### config.mk
export PLATFORM = sky130hd
export DESIGN_NAME = vesc_step
export DESIGN_NICKNAME = d
export VERILOG_FILES = /design/src/design/vesc_pkg.sv /design/src/design/vesc_step.sv
export SDC_FILE = /design/constraint.sdc
export NUM_CORES = 1
export LEC_CHECK = 0
export BUFFER_PORTS_ARGS = -buffer_cell sky130_fd_sc_hd__buf_2
export CAP_MARGIN = 5
export CORE_AREA = 2 2 146 148
export DETAILED_ROUTE_END_ITERATION = 12
export DIE_AREA = 0 0 148 150
export GPL_TIMING_DRIVEN = 0
export PLACE_DENSITY = 0.66
export SLEW_MARGIN = 30
export SYNTH_ARGS = -nofsm -noshare
export SYNTH_HDL_FRONTEND = slang
export SYNTH_SLANG_ARGS = --single-unit
### constraint.sdc
create_clock -name vclk -period 9.1
set_clock_uncertainty 0.05 [all_clocks]
set_input_delay 0.91 -clock vclk [all_inputs]
set_output_delay 0.91 -clock vclk [all_outputs]
set_load 0.05 [all_outputs]
### src/design/vesc_pkg.sv
// vesc_pkg: shared types and codes for the varint entry stream checker.
`default_nettype none

package vesc_pkg;

    localparam logic [1:0] PH_FREQ = 2'd0;
    localparam logic [1:0] PH_LEN  = 2'd1;
    localparam logic [1:0] PH_LEX  = 2'd2;

    localparam logic [2:0] K_CONT  = 3'd0;
    localparam logic [2:0] K_FREQ  = 3'd1;
    localparam logic [2:0] K_LEN   = 3'd2;
    localparam logic [2:0] K_LEX   = 3'd3;
    localparam logic [2:0] K_TRAIL = 3'd4;
    localparam logic [2:0] K_IGN   = 3'd5;

    localparam logic [2:0] ST_RUN     = 3'd0;
    localparam logic [2:0] ST_OK      = 3'd1;
    localparam logic [2:0] ST_MISSING = 3'd2;
    localparam logic [2:0] ST_OVER32  = 3'd3;
    localparam logic [2:0] ST_TRUNC   = 3'd4;
    localparam logic [2:0] ST_OVERRUN = 3'd5;

    localparam logic [2:0] MAX_CONT = 3'd4;

    typedef struct packed {
        logic [7:0]  data_byte;
        logic        byte_valid;
        logic        start_of_buffer;
        logic        end_of_buffer;
        logic [30:0] expected_entries;
    } vesc_req_t;

    typedef struct packed {
        logic [2:0]  byte_kind;
        logic [31:0] decoded_value;
        logic [30:0] entry_number;
        logic [2:0]  status;
        logic        finished;
    } vesc_res_t;

    typedef struct packed {
        logic [1:0]  phase;
        logic [31:0] acc;
        logic [2:0]  cont_cnt;
        logic [31:0] lex_left;
        logic [30:0] done;
        logic [30:0] expected;
        logic [2:0]  status;
    } vesc_state_t;

endpackage

`default_nettype wire

### src/design/vesc_step.sv
// vesc_step: per-byte classification and next-state logic.
`default_nettype none

module vesc_step
    import vesc_pkg::*;
(
    input  vesc_state_t state_cur,
    input  vesc_req_t   req,
    output vesc_state_t state_nxt,
    output vesc_res_t   res
);

    vesc_state_t cur;
    vesc_state_t nxt;
    logic [31:0] shifted;
    logic [31:0] acc_new;
    logic [31:0] b_low;
    logic [2:0]  kind;
    logic [31:0] val;

    assign b_low = {25'd0, req.data_byte[6:0]};

    always_comb
    begin
        unique case (cur.cont_cnt)
            3'd0:    shifted = b_low;
            3'd1:    shifted = b_low << 7;
            3'd2:    shifted = b_low << 14;
            3'd3:    shifted = b_low << 21;
            3'd4:    shifted = b_low << 28;
            default: shifted = '0;
        endcase
    end

    assign acc_new = cur.acc | shifted;

    always_comb
    begin
        if (req.start_of_buffer)
        begin
            cur          = '0;
            cur.phase    = PH_FREQ;
            cur.status   = ST_RUN;
            cur.expected = req.expected_entries;
        end
        else
        begin
            cur = state_cur;
        end

        nxt  = cur;
        kind = K_IGN;
        val  = '0;

        if (cur.status == ST_RUN)
        begin
            if (req.byte_valid)
            begin
                if (cur.done >= cur.expected)
                begin
                    kind = K_TRAIL;
                end
                else if (cur.phase == PH_LEX)
                begin
                    kind         = K_LEX;
                    val          = {24'd0, req.data_byte};
                    nxt.lex_left = cur.lex_left - 32'd1;
                    if (nxt.lex_left == '0)
                    begin
                        nxt.done  = cur.done + 31'd1;
                        nxt.phase = PH_FREQ;
                    end
                end
                else if (req.data_byte[7] && (cur.cont_cnt >= MAX_CONT))
                begin
                    kind       = K_CONT;
                    nxt.status = ST_OVER32;
                end
                else if (req.data_byte[7])
                begin
                    kind         = K_CONT;
                    nxt.acc      = acc_new;
                    nxt.cont_cnt = cur.cont_cnt + 3'd1;
                end
                else
                begin
                    val          = acc_new;
                    nxt.acc      = '0;
                    nxt.cont_cnt = '0;
                    if (cur.phase == PH_FREQ)
                    begin
                        kind      = K_FREQ;
                        nxt.phase = PH_LEN;
                    end
                    else
                    begin
                        kind         = K_LEN;
                        nxt.lex_left = acc_new;
                        if (acc_new == '0)
                        begin
                            nxt.done  = cur.done + 31'd1;
                            nxt.phase = PH_FREQ;
                        end
                        else
                        begin
                            nxt.phase = PH_LEX;
                        end
                    end
                end
            end

            if (req.end_of_buffer && (nxt.status == ST_RUN))
            begin
                priority if (nxt.done >= nxt.expected)
                    nxt.status = ST_OK;
                else if (nxt.phase == PH_LEX)
                    nxt.status = ST_OVERRUN;
                else if ((nxt.phase == PH_LEN) || (nxt.cont_cnt != '0))
                    nxt.status = ST_TRUNC;
                else
                    nxt.status = ST_MISSING;
            end
        end
    end

    assign state_nxt         = nxt;
    assign res.byte_kind     = kind;
    assign res.decoded_value = val;
    assign res.entry_number  = cur.done;
    assign res.status        = nxt.status;
    assign res.finished      = (nxt.status != ST_RUN);

endmodule

`default_nettype wire

==> Yosys cells after proc, flatten, opt, wreduce, memory -nomap -nowiden <==
Cells that the tools add are included.
{ "totals": {"elab_cells": 67, "input_bits": 176, "out_inout_bits": 204, "ff_bits": 0} }
{ "op_classes": {"order_cmp": 3, "n_mux": 42, "eq_ne": 7, "n_addsub": 3, "n_reduce_logical": 11, "bitwise": 1} }
{ "op_table": {"columns": ["cell", "n"], "rows": [
  ["$mux W100", 5],
  ["$mux W32", 6],
  ["$mux W63", 3],
  ["$pmux W32 S5", 1],
  ["$mux W134", 1],
  ["$mux W35", 2],
  ["$logic_not A32 Y1", 2],
  ["$ge A31 B31 Y1", 2],
  ["$mux W31", 2],
  ["$mux W3", 13],
  ["$or A32 B32 Y32", 1],
  ["$sub A32 B1 Y32 const B", 1],
  ["$add A31 B1 Y31 const B", 1],
  ["$mux W2", 9],
  ["$logic_not A3 Y1", 3],
  ["$eq A3 B2 Y1 const B", 2],
  ["$reduce_bool A3 Y1", 2],
  ["$eq A2 B2 Y1 const B", 2],
  ["$add A3 B1 Y3 const B", 1],
  ["$eq A3 B1 Y1 const B", 1],
  ["$eq A3 B3 Y1 const B", 1],
  ["$ge A3 B3 Y1 const B", 1],
  ["$eq A2 B1 Y1 const B", 1],
  ["$logic_and A1 B1 Y1", 2],
  ["2 further kinds", 2]
]} }

==> Depth between registers and ports, before layout <==
Gate-level depths: netlist (run 1).
{ "depth": {"depth_word": 21, "ltp_mapped": 31, "ltp_nobuf": 23} }

==> Worst setup path after synthesis (run 1) <==
No wires, ideal clock.
{ "synth_path": {"path_kind": "in2out", "start": "input port req[32] in the netlist's numbering", "end": "output port state_nxt[1] in the netlist's numbering", "cell_stages": 31, "path_buffers": 11, "slack_ns": -0.334, "required_ns": 8.140, "arrival_ns": 8.474, "cell_sequence": "buf_2 > buf_2 > buf_2 > buf_2 > buf_2 > buf_1 > clkbuf_1 > clkbuf_1 > buf_1 > mux2i_1 > ha_1 > nand4_1 > nor2_1 > nor4_1 > nand4_1 > o21a_1 > clkbuf_1 > or4_1 > o31ai_1 > a221oi_2 > ha_1 > a21bo_2 > a21o_1 > a21o_1 > a2111oi_0 > o21ai_0 > a211oi_1 > a21oi_1 > nand4b_1 > o221ai_1 > buf_4"} }
{ "synth_rtl": {"columns": ["element", "line_no", "rtl"], "rows": [
  ["start: declaration", "vesc_step.sv:8", "input vesc_req_t req,"],
  ["end: declaration", "vesc_step.sv:9", "output vesc_state_t state_nxt,"]
]} }

==> run summary, run 1 <==
Met1 Routed Length - 16790 microns
Via density - 6.260
Crit Path Max Fanout - 10
DR iter-0 viols - 1222
Placer Congestion - 1.073
Slowest cell on the critical path - or4_1
Area after DPL - 9622 sq um
Leak - 4.871 nW
Syn Inst Count - 1179
I/O pin count - 380
Synth-to-Final Area Change - 34.64%
Ys Warns - 0
DR WL/cell - 24.74 microns
Die Y - 150 microns
Met3 wire length - 4309 microns
RSZ-0062 raised after global routing - false
Largest net degree at the start of global routing - 20
Yosys cell types - 88
Crit path time final - 8.847 ns
CP startpoint kind - input port
Drt first pass iters - 6
Post-synth top area cell - ha_1
Critical path class - input port to output pin
Top cells by count, synth - 111 x nand2_1, 109 x nor2_1, 87 x a21oi_1
DR vias - 11450
Starting Density - 0.3586
Worst Path Buf+Inv - 7
Register area - 0 sq um
Max incr delay on CP - 0.53 ns
Num rows - 53
Port Buffers - 369
# fillers - 2305
Core area - 20690 sq um
Required time of the worst setup path - 8.14 ns
Area of the multi-input gates - 6983 sq um
Max_slew headroom - 0.2779
DP Cell Count - 1823
GR Overflow Total - 0
Initial antenna violation count - 1
CP Capture Type - output pin
Max Fclk - 113.0 MHz
Die width - 148 microns
Seq/Total Area, Yosys - 0
Cell family with most CP delay - compound AO/OA/AOI/OAI gates
Layout net count - 1801
Netlist Area Pre-Place - 7418 sq um
Final setup vio count - 0
Hold Violations, Final - 0
Overall routing resource usage - 0.3810
Max IR drop VDD - 0.05026 mV
Syn nets - 1425
Synth area leaders - ha_1 12%, a21oi_1 5.9%, o21ai_0 5.7%, nand2_1 5.6%, nor2_1 5.5%
Drc violations - 0
First-pass GRT wire length - 65120 microns
Layout cells sized above 1 - 0.3168
Worst slew pin tran - 1.075 ns
Seq Cell Count - 0
Crit share post-route - 0.9722
Max layer used - met4
Routed Antenna Nets - 0
Fin cells - 1829
Post-route cell area - 9988 sq um
Pwr per Cell Area - 77.51 nW/um^2
Avg Inst Size Synth - 6.292 sq um
Max Cap Viol - 0
Slew Limit Fails - 0
Metal2 WL - 21150 microns
Status - finished clean
Clk_buf instances - 0
Most frequent cell after synthesis - nand2_1
Number of global-route vias before repair - 10760
Post-DP HPWL - 36800 microns
CP Data Arrival Time - 7.89 ns
Synth top area share - 0.1181
WL final - 45250 microns
Die footprint - 22200 sq um
Tightest Hold Check Type - input port to output pin
[through the flow]
stage | TNS [ns] | worst slack [ns] | hold slack, ns | utilization | power [W]
after global placement | -190.24 | -3.656 | 2.173 | 0.4650 | 0.0007328
after global routing | 0 | 0.007042 | 2.197 | 0.4828 | 0.0008126
after floorplan | -0.02130 | -0.02130 | 1.999 | - | 0.0004987
after CTS | 0 | 0.03599 | 2.170 | 0.4767 | 0.0007507
final | 0 | 0.2531 | 2.177 | 0.4828 | 0.0007742
after detailed placement | -193.73 | -3.637 | 2.169 | 0.4650 | 0.0007354
[final cells by class]
| class | count | share of cell area |
|---|---|---|
| antenna | 1 | 0.0002505 |
| buffer | 87 | 0.04835 |
| multi-input combinational | 1020 | 0.6991 |
| tap | 275 | 0.03445 |
| inverter | 68 | 0.02593 |
| timing repair buffer | 378 | 0.1919 |
[kinds of logic after synthesis]
logic type	share of synthesized area
and+or+nand+nor	0.3510
AOI/OAI and AO/OA	0.3247
adders and majority gates	0.1181
muxes	0.05954
xor gates and xnor gates	0.05987
buffers and inverters	0.08686
[repair_timing]
action / in CTS / in global routing
endpoints found under the hold margin: 0 / 0
hold buffers: 0 / 0
pin swaps: 2 / 6
setup endpoints to repair: 141 / 7
gates resized for setup: 64 / 25
setup buffers: 4 / 5
[metal layers]
metal | track usage | vias up
li1 | - | 5136
met1 | 0.4505 | 5315
met2 | 0.6644 | 823
met3 | 0.05762 | 176
met4 | 0.2014 | 0
met5 | 0 | -
[where the power goes]
part	total [W]	internal, W	switching (W)
Combinational	0.000774	0.000209	0.000565
Sequential	0	0	0
Clock	0.0000000000147	0.0000000000147	0
Total	0.000774	0.000209	0.000565
[final timing paths]
| check | startpoint | to | slack, ns | cells after the start |
|---|---|---|---|---|
| hold / removal | req[33] | res[67] | 2.18 | 3 |
| setup / recovery | req[32] | state_nxt[2] | 0.25 | 27 |
[placed cells by master, fill, tap and decap left out, drive strengths merged, types with 5 or more instances in the layout]
master   count
o31ai       11
clkbuf      61
a221oi       8
or2          8
nor2b       34
inv         66
a22o         5
a21o        18
nor2       109
o2111ai      6
o211ai       8
nand2      118
xnor2       32
and4         5
o22ai       16
o21a         6
nand3       43
or3         15
a31oi       17
a211oi       8
nand4       23
xor2        17
nor3        39
ha          70
and3        20
buf        404
a41oi        6
a21oi       87
o21ai       88
a22oi       33
mux2         7
and2         6
nand2b      17
mux2i       35
or4         17
nor4        25
No activity file was read; power rests on OpenSTA's default activity.
==> run 2: changes to the inputs <==
--- a/config.mk
+++ b/config.mk
@@ -7,12 +7,13 @@
 export LEC_CHECK = 0
 export BUFFER_PORTS_ARGS = -buffer_cell sky130_fd_sc_hd__buf_2
 export CAP_MARGIN = 5
-export CORE_AREA = 2 2 146 148
+export CELL_PAD_IN_SITES_DETAIL_PLACEMENT = 0
+export CELL_PAD_IN_SITES_GLOBAL_PLACEMENT = 1
+export CORE_UTILIZATION = 32
 export DETAILED_ROUTE_END_ITERATION = 12
-export DIE_AREA = 0 0 148 150
 export GPL_TIMING_DRIVEN = 0
-export PLACE_DENSITY = 0.66
-export SLEW_MARGIN = 30
+export PLACE_DENSITY_LB_ADDON = 0.1
+export SLEW_MARGIN = 10
 export SYNTH_ARGS = -nofsm -noshare
 export SYNTH_HDL_FRONTEND = slang
 export SYNTH_SLANG_ARGS = --single-unit
==> run 2 against run 1 <==
  * Die area is 7.2% higher
  * Maximum frequency is 0.79% lower
  * Worst hold slack better by 0.028 ns
  * Critical path depth is 1 higher
  * Worst setup slack worse by 0.070 ns
  * Sequential share of layout area stayed put
  * Final area is 0.88% lower
  * Count of clock-buffer cells in the layout stayed put
  * Non-clock buffer count is 7 lower
  * Via count is 2.7% lower
  * Utilization is 4.7 points lower
  * Critical endpoint is now state_nxt[1]
  * Largest cell class unchanged
  * Highest routed layer unchanged
==> run summary, run 2 (same netlist as run 1, synthesis figures left out) <==
Status - finished clean
Most Frequent Cell on Critical Path - buf_4
Post-DP HPWL - 36110 microns
Met2 Use GR - 0.6312
Seq Cell Count - 0
Clk network pwr share - 0
Switching power share of the total - 0.7301
# fillers - 2535
Max Fclk - 112.1 MHz
Worst slew pin tran - 0.9972 ns
Max IR drop VDD - 0.04220 mV
Num rows - 55
I/O pin count - 380
# diodes - 0
CP startpoint kind - input port
Hold depth - 4
Max incr delay on CP - 0.59 ns
Hold Buf Count CTS - 0
Placer Congestion - 1.003
Most common cell after layout, fill and taps aside - buf_2
Max_slew headroom - 0.3323
Tightest Hold Check Type - input port to output pin
Die footprint - 23790 sq um
Final setup vio count - 0
Core area - 22710 sq um
Util after Layout - 0.4360
Die Y - 154.3 microns
DP Cell Count - 1833
Crit Path Max Fanout - 10
Hold_ws - 2.205 ns
Drc violations - 0
Drt first pass iters - 6
Slowest cell on the critical path - or4_1
GRT met3 Usage - 0.04791
Most frequent cells in the layout - 376 x buf_2, 110 x nand2_1, 109 x nor2_1, 86 x a21oi_1, 81 x o21ai_0
Overall routing resource usage - 0.3538
WL final - 44190 microns
Routed Antenna Nets - 0
Crit path capture - state_nxt[1]
Fin cells - 1831
Required time of the worst setup path - 8.14 ns
CP Capture Type - output pin
Layout cells sized above 1 - 0.3085
Total power - 0.0007610 W
Crit. Startpoint - req[32]
DR WL/cell - 24.13 microns
Initial antenna violation count - 0
DR iter-0 viols - 954
Clk_buf instances - 0
Crit path time final - 8.917 ns
Grt met1 use - 0.4289
Register share of total power - 0
DR vias - 11140
Number of global-route vias before repair - 10470
CP Data Arrival Time - 7.96 ns
Starting Density - 0.3267
Synth-to-Final Area Change - 33.46%
Die width - 154.3 microns
Port Buffers - 369
GR Overflow Total - 0
Largest net degree at the start of global routing - 20
Leak - 4.830 nW
Pwr per Cell Area - 76.86 nW/um^2
Register area - 0 sq um
Top Usage Layer GRT - met2
Crit share post-route - 0.9799
Int Power - 0.0002054 W
Slew Limit Fails - 0
Layout net count - 1794
Hold Violations, Final - 0
First-pass GRT wire length - 64140 microns
Psw - 0.0005556 W
Via density - 6.084
Max Cap Viol - 0
Gate power share - 1.000
Critical path class - input port to output pin
[run 2: cell count changes in the layout (fill, tap and decap cells not counted), sizes merged]
cell,delta
buf,-3
clkbuf,-4
diode,-1
[run 2: stage by stage]
| stage | setup slack (ns) | TNS, ns | cell area (sq um) |
|---|---|---|---|
| after floorplan | -0.02130 | -0.02130 | 7431 |
| final | 0.1831 | 0 | 9901 |
| after global placement | -3.833 | -217.10 | 9634 |
| after CTS | 0.003119 | 0 | 9843 |
| after detailed placement | -3.733 | -195.13 | 9634 |
| after global routing | -0.007062 | -0.007062 | 9901 |
[run 2: area by class of cell]
type | instances | area (sq um) | area share
Tap cell | 285 | 356.6 | 0.03602
Inverter | 68 | 259.0 | 0.02616
Buffer | 85 | 452.9 | 0.04575
Multi-Input combinational cell | 1020 | 6950 | 0.7020
Timing Repair Buffer | 373 | 1882 | 0.1901
[run 2: layer usage]
layer / wire length (microns) / vias up
met4: 1862 / 0
li1: - / 5121
met5: 0 / -
met2: 21190 / 671
met3: 3557 / 119
met1: 17580 / 5228
[run 2: worst min-delay path by stage]
stage / start / endpoint / slack [ns]
after CTS: state_cur[123] / state_nxt[123] / 2.20
after floorplan: state_cur[2] / res[3] / 2.00
after global placement: state_cur[123] / state_nxt[123] / 2.19
final: state_cur[126] / state_nxt[126] / 2.21
after detailed placement: state_cur[123] / state_nxt[123] / 2.20
after global routing: state_cur[2] / res[3] / 2.24
[run 2: power by group through the flow]
stage / Clock, W / Sequential, W / Combinational (W)
finish: 0 / 0 / 0.000761
global route: 0 / 0 / 0.000803
CTS: 0 / 0 / 0.000748
detailed placement: 0 / 0 / 0.000734
global placement: 0 / 0 / 0.000732
floorplan: 0 / 0 / 0.000499
[run 2: worst max-delay path, delay by kind of cell]
| kind | cells | cell delay [ns] |
|---|---|---|
| compound gates | 10 | 2.41 |
| simple gates | 7 | 2.37 |
| buf+inv | 8 | 1.46 |
| fa+ha+maj | 2 | 0.50 |
| mux | 1 | 0.28 |
[run 2: timing repair]
item | in CTS | in global routing
setup buffers | 3 | 1
setup endpoints to repair | 142 | 7
gates resized for setup | 60 | 18
gates cloned | 0 | 0
pin swaps | 4 | 2
==> run 3: changes to the inputs <==
--- a/config.mk
+++ b/config.mk
@@ -13,6 +13,7 @@
 export DETAILED_ROUTE_END_ITERATION = 12
 export GPL_TIMING_DRIVEN = 0
 export PLACE_DENSITY_LB_ADDON = 0.1
+export RECOVER_POWER = 50
 export SLEW_MARGIN = 10
 export SYNTH_ARGS = -nofsm -noshare
 export SYNTH_HDL_FRONTEND = slang
==> run 3 against run 2 <==
  * Worst hold slack worse by 0.0016 ns
  * Sequential share of layout area unchanged
  * Via count barely moved
  * Utilization decreased by 0.48 points
  * Critical path depth is 1 higher
  * Combinational power is 0.8% lower
  * Non-clock buffer count unchanged
  * Global-route usage unchanged
  * Critical path type unchanged
  * Critical endpoint unchanged
==> run summary, run 3 (same netlist as run 1, synthesis figures left out) <==
Most common cell after layout, fill and taps aside - buf_2
Crit share post-route - 0.9806
Post-DP HPWL - 36110 microns
I/O pin count - 380
Placer Congestion - 1.003
Hold depth - 4
DR iter-0 viols - 952
Via density - 6.085
Area after DPL - 9634 sq um
Total power - 0.0007555 W
Area of the multi-input gates - 6943 sq um
CP Data Arrival Time - 7.96 ns
Post-route cell area - 9792 sq um
Place WS - -3.733 ns
Clk_buf instances - 0
Required time of the worst setup path - 8.14 ns
Leak - 4.546 nW
Max Cap Viol - 0
# diodes - 0
DR WL/cell - 24.13 microns
Endpoint, Worst Hold - state_nxt[126]
Hold Buf Count CTS - 0
Hold_sp - state_cur[126]
Status - finished clean
# fillers - 2599
Drt first pass iters - 5
Routed Antenna Nets - 0
Fin cells - 1831
GR Overflow Total - 0
Die width - 154.3 microns
Seq Cell Count - 0
Slew Limit Fails - 0
CP startpoint kind - input port
Final setup vio count - 0
Max incr delay on CP - 0.55 ns
Max IR drop VDD - 0.04195 mV
Final worst setup slack - 0.1762 ns
Overall routing resource usage - 0.3538
Hold Violations, Final - 0
Initial antenna violation count - 0
Fin Setup TNS - 0 ns
Critical path class - input port to output pin
Tightest Hold Check Type - input port to output pin
Number of global-route vias before repair - 10470
Slowest cell on the critical path - or4b_4
Die Y - 154.3 microns
Crit Path Max Fanout - 10
WL final - 44170 microns
Port Buffers - 369
Worst slew pin tran - 1.032 ns
DR vias - 11140
Most frequent cells in the layout - 295 x buf_2, 132 x clkbuf_1, 110 x nand2_1, 109 x nor2_1, 86 x a21oi_1
Max_slew headroom - 0.3090
Synth-to-Final Area Change - 32.00%
Most Frequent Cell on Critical Path - buf_4
Starting Density - 0.3267
Layout cells sized above 1 - 0.2549
Die footprint - 23790 sq um
Pwr per Cell Area - 77.16 nW/um^2
Register area - 0 sq um
Num rows - 55
Drc violations - 0
DP Cell Count - 1833
Core area - 22710 sq um
Max Fclk - 112.1 MHz
First-pass GRT wire length - 64140 microns
Crit path time final - 8.924 ns
Largest net degree at the start of global routing - 20
Layout net count - 1794
CP Capture Type - output pin
## run 3: cell types whose count changed in the layout (fill, tap and decap cells not counted), sizes merged
| cell | delta |
|---|---|
| buf | -81 |
| clkbuf | +81 |
## run 3: what timing repair did
action,in CTS,in global routing
endpoints found under the setup margin,142,7
gates resized for setup,60,18
buffers inserted,3,1
pin swaps,4,2
## run 3: worst max-delay path by stage
stage | from | end | slack, ns | cells after the start
5_1_grt | req[32] | state_nxt[1] | -0.007 | 28
4_1_cts | req[32] | state_nxt[1] | 0.003 | 30
6_report | req[32] | state_nxt[1] | 0.18 | 29
3_3_place_gp | req[32] | state_nxt[1] | -3.83 | 31
3_5_place_dp | req[32] | state_nxt[1] | -3.73 | 31
2_1_floorplan | req[32] | state_nxt[1] | -0.02 | 31
## run 3: per-layer routing
metal / up-vias / GRT usage / wire, microns
met1: 5245 / 0.4289 / 17440
met4: 0 / 0.1363 / 1859
met3: 115 / 0.04791 / 3748
met2: 665 / 0.6312 / 21130
li1: 5116 / - / -
met5: - / 0 / 0
## run 3: cell type report
cell class / instances / share of cell area
Timing Repair Buffer: 373 / 0.1818
Buffer: 85 / 0.04626
Tap cell: 285 / 0.03642
Multi-Input combinational cell: 1020 / 0.7090
Inverter: 68 / 0.02645
## run 3: where the power goes
group	leakage, nW	switching [W]	internal (W)
Sequential	0	0	0
Clock	0	0	0
Combinational	4.55	0.000556	0.000199
Total	4.55	0.000556	0.000199
## run 3: critical path, delay by kind of cell
kind / cells / cell delay [ns]
compound gates: 12 / 2.81
buf+inv: 10 / 1.98
simple gates: 5 / 1.65
fa+ha+maj: 2 / 0.56
## run 3: stage by stage
stage / hold slack, ns / util
6_report: 2.204 / 0.4312
5_1_grt: 2.239 / 0.4312
4_1_cts: 2.201 / 0.4334
3_5_place_dp: 2.198 / 0.4242
3_3_place_gp: 2.192 / 0.4242
2_1_floorplan: 1.999 / -
